[src/hw/rtl/page_framebuffer_text_renderer_defines.svh]
// Assertion macros for the page framebuffer text renderer
`ifndef PAGE_FRAMEBUFFER_TEXT_RENDERER_DEFINES_SVH
`define PAGE_FRAMEBUFFER_TEXT_RENDERER_DEFINES_SVH

`ifndef ASSERT_OFF
`define PFTR_ASSERT(label, clk, rst_n, prop, msg) \
    label: assert property (@(posedge clk) disable iff (!rst_n) prop) else $error(msg);
`define PFTR_ASSERT_ALWAYS(label, clk, prop, msg) \
    label: assert property (@(posedge clk) prop) else $error(msg);
`else
`define PFTR_ASSERT(label, clk, rst_n, prop, msg)
`define PFTR_ASSERT_ALWAYS(label, clk, prop, msg)
`endif

`endif

[src/hw/rtl/pftr_pkg.sv]
package pftr_pkg;

    localparam logic [1:0] MODE_CLEAR = 2'd0;
    localparam logic [1:0] MODE_PIXEL = 2'd1;
    localparam logic [1:0] MODE_CHAR  = 2'd2;
    localparam logic [1:0] MODE_FLUSH = 2'd3;

    localparam logic [7:0] CMD_PAGE_BASE = 8'hB0;
    localparam logic [7:0] CMD_COL_LOW   = 8'h00;
    localparam logic [7:0] CMD_COL_HIGH  = 8'h10;

    localparam int GLYPH_COLS = 5;
    localparam int GLYPH_ROWS = 7;

    typedef struct packed {
        logic [1:0] mode;
        logic [7:0] pos_x;
        logic [7:0] pos_y;
        logic       pixel_on;
        logic [7:0] char_code;
        logic [2:0] page_sel;
        logic [2:0] segment_sel;
    } t_in_item;

    typedef struct packed {
        logic [7:0] out_byte;
        logic       is_command;
        logic       last;
    } t_out_item;

    // Font column lookup; unknown codes and the spacing column are blank
    function automatic logic [7:0] glyph_column(input logic [7:0] code,
                                                input logic [2:0] col);
        logic [39:0] g;
        logic [7:0]  res;
        g = 40'h0;
        case (code)
            "0": g = 40'h3E_51_49_45_3E; "1": g = 40'h00_42_7F_40_00;
            "2": g = 40'h42_61_51_49_46; "3": g = 40'h21_41_45_4B_31;
            "4": g = 40'h18_14_12_7F_10; "5": g = 40'h27_45_45_45_39;
            "6": g = 40'h3C_4A_49_49_30; "7": g = 40'h01_71_09_05_03;
            "8": g = 40'h36_49_49_49_36; "9": g = 40'h06_49_49_29_1E;
            "A": g = 40'h7E_11_11_11_7E; "B": g = 40'h7F_49_49_49_36;
            "C": g = 40'h3E_41_41_41_22; "D": g = 40'h7F_41_41_22_1C;
            "E": g = 40'h7F_49_49_49_41; "F": g = 40'h7F_09_09_09_01;
            "G": g = 40'h3E_41_49_49_7A; "H": g = 40'h7F_08_08_08_7F;
            "I": g = 40'h00_41_7F_41_00; "J": g = 40'h20_40_41_3F_01;
            "K": g = 40'h7F_08_14_22_41; "L": g = 40'h7F_40_40_40_40;
            "M": g = 40'h7F_02_0C_02_7F; "N": g = 40'h7F_04_08_10_7F;
            "O": g = 40'h3E_41_41_41_3E; "P": g = 40'h7F_09_09_09_06;
            "Q": g = 40'h3E_41_51_21_5E; "R": g = 40'h7F_09_19_29_46;
            "S": g = 40'h46_49_49_49_31; "T": g = 40'h01_01_7F_01_01;
            "U": g = 40'h3F_40_40_40_3F; "V": g = 40'h1F_20_40_20_1F;
            "W": g = 40'h3F_40_38_40_3F; "X": g = 40'h63_14_08_14_63;
            "Y": g = 40'h07_08_70_08_07; "Z": g = 40'h61_51_49_45_43;
            "a": g = 40'h20_54_54_54_78; "b": g = 40'h7F_48_44_44_38;
            "c": g = 40'h38_44_44_44_20; "d": g = 40'h38_44_44_48_7F;
            "e": g = 40'h38_54_54_54_18; "f": g = 40'h08_7E_09_01_02;
            "g": g = 40'h0C_52_52_52_3E; "h": g = 40'h7F_08_04_04_78;
            "i": g = 40'h00_44_7D_40_00; "j": g = 40'h20_40_44_3D_00;
            "k": g = 40'h7F_10_28_44_00; "l": g = 40'h00_41_7F_40_00;
            "m": g = 40'h7C_04_18_04_78; "n": g = 40'h7C_08_04_04_78;
            "o": g = 40'h38_44_44_44_38; "p": g = 40'h7C_14_14_14_08;
            "q": g = 40'h08_14_14_18_7C; "r": g = 40'h7C_08_04_04_08;
            "s": g = 40'h48_54_54_54_20; "t": g = 40'h04_3F_44_40_20;
            "u": g = 40'h3C_40_40_20_7C; "v": g = 40'h1C_20_40_20_1C;
            "w": g = 40'h3C_40_30_40_3C; "x": g = 40'h44_28_10_28_44;
            "y": g = 40'h0C_50_50_50_3C; "z": g = 40'h44_64_54_4C_44;
            ":": g = 40'h00_36_36_00_00; ".": g = 40'h00_60_60_00_00;
            "-": g = 40'h08_08_08_08_08; "%": g = 40'h63_13_08_64_63;
            "/": g = 40'h20_10_08_04_02;
            default: g = 40'h0;
        endcase
        case (col)
            3'd0:    res = g[39:32];
            3'd1:    res = g[31:24];
            3'd2:    res = g[23:16];
            3'd3:    res = g[15:8];
            3'd4:    res = g[7:0];
            default: res = 8'h00;
        endcase
        return res;
    endfunction

endpackage

[src/hw/rtl/pftr_queue.sv]
module pftr_queue (
    input  logic              i_clk,
    input  logic              i_rst_n,
    input  logic              i_push,
    input  pftr_pkg::t_in_item i_data,
    output logic              o_full,
    input  logic              i_pop,
    output logic              o_valid,
    output pftr_pkg::t_in_item o_data
);
    import pftr_pkg::*;

    t_in_item   r_slot [2];
    logic       r_wptr, r_rptr, n_wptr, n_rptr;
    logic [1:0] r_count, n_count;

    // Two-entry request queue between front and back
    always_comb begin
        n_wptr  = r_wptr ^ i_push;
        n_rptr  = r_rptr ^ i_pop;
        n_count = r_count + {1'b0, i_push} - {1'b0, i_pop};
    end

    always_ff @(posedge i_clk) begin
        if (!i_rst_n) begin
            r_wptr  <= 1'b0;
            r_rptr  <= 1'b0;
            r_count <= 2'd0;
        end else begin
            r_wptr  <= n_wptr;
            r_rptr  <= n_rptr;
            r_count <= n_count;
        end
        if (i_push) begin
            r_slot[r_wptr] <= i_data;
        end
    end

    assign o_full  = r_count[1];
    assign o_valid = (r_count != 2'd0);
    assign o_data  = r_slot[r_rptr];
endmodule

[config.mk]
export PLATFORM = sky130hd
export DESIGN_NAME = pftr_queue
export DESIGN_NICKNAME = d
export VERILOG_FILES = /design/src/hw/rtl/page_framebuffer_text_renderer_defines.svh /design/src/hw/rtl/pftr_pkg.sv /design/src/hw/rtl/pftr_queue.sv
export SDC_FILE = /design/constraint.sdc
export NUM_CORES = 1
export LEC_CHECK = 0
export BUFFER_PORTS_ARGS = -buffer_cell sky130_fd_sc_hd__buf_2
export CAP_MARGIN = 40
export CORE_ASPECT_RATIO = 1.1
export CORE_MARGIN = 8
export CORE_UTILIZATION = 50
export DETAILED_ROUTE_END_ITERATION = 7
export PLACE_DENSITY = 0.75
export SETUP_SLACK_MARGIN = 0.02
export SYNTH_ARGS = -nofsm -noshare
export SYNTH_HDL_FRONTEND = slang
export SYNTH_SLANG_ARGS = --single-unit
[constraint.sdc]
create_clock -name i_clk -period 1.95 [get_ports i_clk]
set_input_delay 0.195 -clock i_clk [delete_from_list [all_inputs] [get_ports i_clk]]
set_output_delay 0.195 -clock i_clk [all_outputs]
set_load 0.05 [all_outputs]
After elaboration in Yosys (flattened, before gate mapping):

Memory sizes are Yosys's and may differ from the RTL's. A register that Yosys moved wholly into a read port is not among the register bits.
Cells that the tools add are included.

* add/sub/neg operators: 2
* muxes and demuxes: 3
* bitwise gates (word level): 2
* reduce and logical (&&, ||, !) cells: 1

Operators by type and width (number)
* 1-bit 2-to-1 mux: 3
* 2-bit by 1-bit adder with 2-bit output: 1
* 2-bit nonzero test: 1
* 2-bit by 1-bit subtractor with 2-bit output: 1
* 1-bit XOR: 2

* bits in registers: 4
* memory bits (writable): 66
* input bits: 37
* output and inout port bits: 35
* logic and storage cells: 12
* memories: 1

Memories
* r_slot: depth 2, width 33, read ports 1, clocked after memory_dff 1, wr ports 1, RTL line pftr_queue.sv:13 `t_in_item r_slot [2];`

Depth between registers and ports, before layout:

* word-level depth: 2
* gate-level depth with buffers: 6
* mapped depth without buffers: 6

Least setup slack after synthesis:

Ideal clock, no wire load.

* path type: register to register
* start point: register r_wptr
* end point: memory r_slot[0][0] (netlist bit), enable pin
* setup time: 0.393 ns
* arrival: 1.189 ns
* data required time: 1.557 ns
* setup slack: 0.368 ns
* cell stages (with the launch flop): 3
* path buffers: 0
* cells stage by stage: dfxtp_1 -> inv_1 -> ha_1

RTL lines
* start: declaration: RTL line pftr_queue.sv:14 `logic r_wptr, r_rptr, n_wptr, n_rptr;`
* start signal: assignment: RTL line pftr_queue.sv:30 `r_wptr <= n_wptr;`
* end: declaration: RTL line pftr_queue.sv:13

Straight into the memory's write port.

==> flow_metrics.tcl <==
set metrics [dict create \
    status "finished, final reports clean" \
    chipHeight_um 94.0 \
    boundaryPins 72 \
    antenna_found_initial 0 \
    fmax_mhz 581 \
    setup_violations 0 \
    fillerInstances 392 \
    vias 1347 \
    yosys.area.top_type_share_pct 71.6 \
    critical_path_peak_fanout 33 \
    clock-sinks 71 \
    power_mw 3.63 \
    via_per_inst 4.74 \
    area_delta_synth_final_pct 21.7 \
    final_area_mm2 0.00337 \
    wl_per_cell_um 17.2 \
    drv_slew 0 \
    dp_slack_ns 0.576 \
    syn_inst 123 \
    grt_pass1_wl_um 7670 \
    portBuffers 71 \
    ys_async_sr_fraction_pct 0 \
    power.leakage_nw 1.37 \
    grt_max_degree 34 \
    setup-tns-final_ns 0 \
    hold_path_class "input port to flop" \
    route.detailed.drc 0 \
    p_per_area_mw_per_mm2 1080 \
    crit_path_start_kind "flop" \
    firstDrtPassIters 4 \
    clock-root-buffer "clkbuf_8" \
    finalClockSkew_ns 0.00581 \
    synth_area_leaders "edfxtp_1 72%, mux2_4 16%, dfxtp_1 3.6%, buf_12 2.2%, ha_1 1.8%" \
    dp_hpwl_um 3480 \
    synth_commonest_cells "66 x edfxtp_1, 30 x mux2_4, 5 x dfxtp_1" \
    synth_area_leader_cell "edfxtp_1" \
    clockBufferDepth 2 \
    final_layout_size_suffix_gt1_share_pct 58.9 \
    ant_nets 0 \
    diodes 0 \
    cts_tree "done" \
    fp-row-count 28 \
    grt_pass1_vias 1581 \
    setup_ws_ns 0.229 \
    min_period_ns 1.72 \
    yosysMostFrequentCell "edfxtp_1" \
    grt_overflow 0 \
    fp.coreArea_mm2 0.00536 \
    placed_area_mm2 0.00318 \
    place_congestion 0.678 \
    syn_area_mm2 0.00277 \
    die_w_um 86.9 \
    drt_iter0_drc 70 \
    grt.total_usage_pct 12.9 \
    rsz0062_at_grt "false" \
    synth-edff-count 66 \
    crit_arrival_ns 1.53 \
    crit_type "flop to output port" \
    worstMarginPinSlew_ns 0.451 \
    final_hold_viol_count 0 \
    dieArea_mm2 0.00817 \
    syn_area_per_cell_um2 22.5 \
    drv_cap 0 \
    ys_ff_latch 71 \
    nets 245 \
    initial_core_util_pct 51.6 \
    cts_made_buffers 9 \
    clock_latency_ns 0.33 \
    slew_headroom_pct 70.0 \
    synth_cell_types 13 \
    yosys_most_used_dff "edfxtp_1" \
    post_cts_buffers 0 \
    hold_buffers 0 \
    syn_nets 164 \
    ir_drop_mv 0.928 \
    routed_wl_um 4890 \
    htreeDepth 3 \
    cp-end-kind "output port" \
    seq_area_frac_synth_pct 75.2 \
    clk_pin_slew_ns 0.07 \
    cp_data_required_time_ns 1.75 \
    synth_warnings 0 \
    post-route-period-util_pct 88.2 \
    ctsResizeCount 0 \
]
==> registers in the layout, indices dropped and copies added, names as in the netlist, named ones only <==
signal and cells:
r_rptr 1, r_slot 66, r_count 2, r_wptr 1
==> power by group <==
part | internal, mW | leakage [nW] | switching [mW]
clock | 0.579 | 0.0941 | 0.511
combinational | 0.245 | 0.611 | 0.483
sequential | 1.78 | 0.661 | 0.0324
total | 2.60 | 1.37 | 1.03
==> per-stage QoR <==
stage / util [%] / hold slack [ns] / cells
finish: 62.9 / 0.0489 / 284
global placement: 59.4 / 0.384 / 268
global route: 62.9 / 0.0249 / 284
floorplan: - / 0.294 / 123
CTS: 62.9 / 0.0277 / 284
detailed placement: 59.4 / 0.388 / 268
==> routing by layer <==
layer  routed length [um]  up-vias  share of wire (%)  GRT usage [%]
li1                     -      635                  -              -
met1                 1800      662                 37           12.4
met2                 2690       44                 55           22.7
met3                  343        6                7.0           5.77
met4                   55        0                1.1           6.47
met5                    0        -                  0              0
==> path summary, 6_finish.rpt <==
| path | startpoint | end | slack, ns | cells after the start |
|---|---|---|---|---|
| worst max register to register | r_wptr$_SDFF_PN0_ | r_slot[1][2]$_DFFE_PP_ | 0.65 | 2 |
| worst min register to register | r_wptr$_SDFF_PN0_ | r_wptr$_SDFF_PN0_ | 0.59 | 3 |
| worst max-delay path | flop | o_data[1] | 0.23 | 3 |
| worst min-delay path | i_data[12] | r_slot[0][12]$_DFFE_PP_ | 0.05 | 1 |
==> worst max-delay path: stages, from the launching register on <==
cell and delay, ns:
dfxtp_2 0.34, buf_12 0.24, mux2_2 0.37, buf_2 0.21
==> placed cells by master (no fill, tap or decap) <==
cell type and n:
buf_2 71, edfxtp_1 66, mux2_4 30, clkbuf_8 9, ha_1 4, dfxtp_1 4, inv_1 3, mux2_2 3
and2_1 3, nor2b_1 2, clkinv_1 2, clkinv_2 2, buf_4 2, or2_2 1, xor2_1 1, xnor3_1 1
dfxtp_2 1, bufinv_16 1, clkinvlp_4 1, clkinv_4 1, buf_12 1
==> cell type report <==
cell class | instances | area [um2] | area share [%]
sequential | 71 | 2080 | 61.8
multi-input combinational | 45 | 603 | 17.9
timing repair buffer | 74 | 390 | 11.6
clock buffer | 9 | 124 | 3.68
tap | 75 | 93.8 | 2.78
clock inverter | 7 | 63.8 | 1.89
inverter | 3 | 11.3 | 0.334
==> kinds of logic after synthesis <==
kind of cell,share of synthesized area [%]
simple gates,1.36
flops,75.2
xor+xnor,1.13
buf+inv,2.98
fa+ha+maj,1.81
mux,17.5
Note: power is estimated with default switching activity, not from simulation.
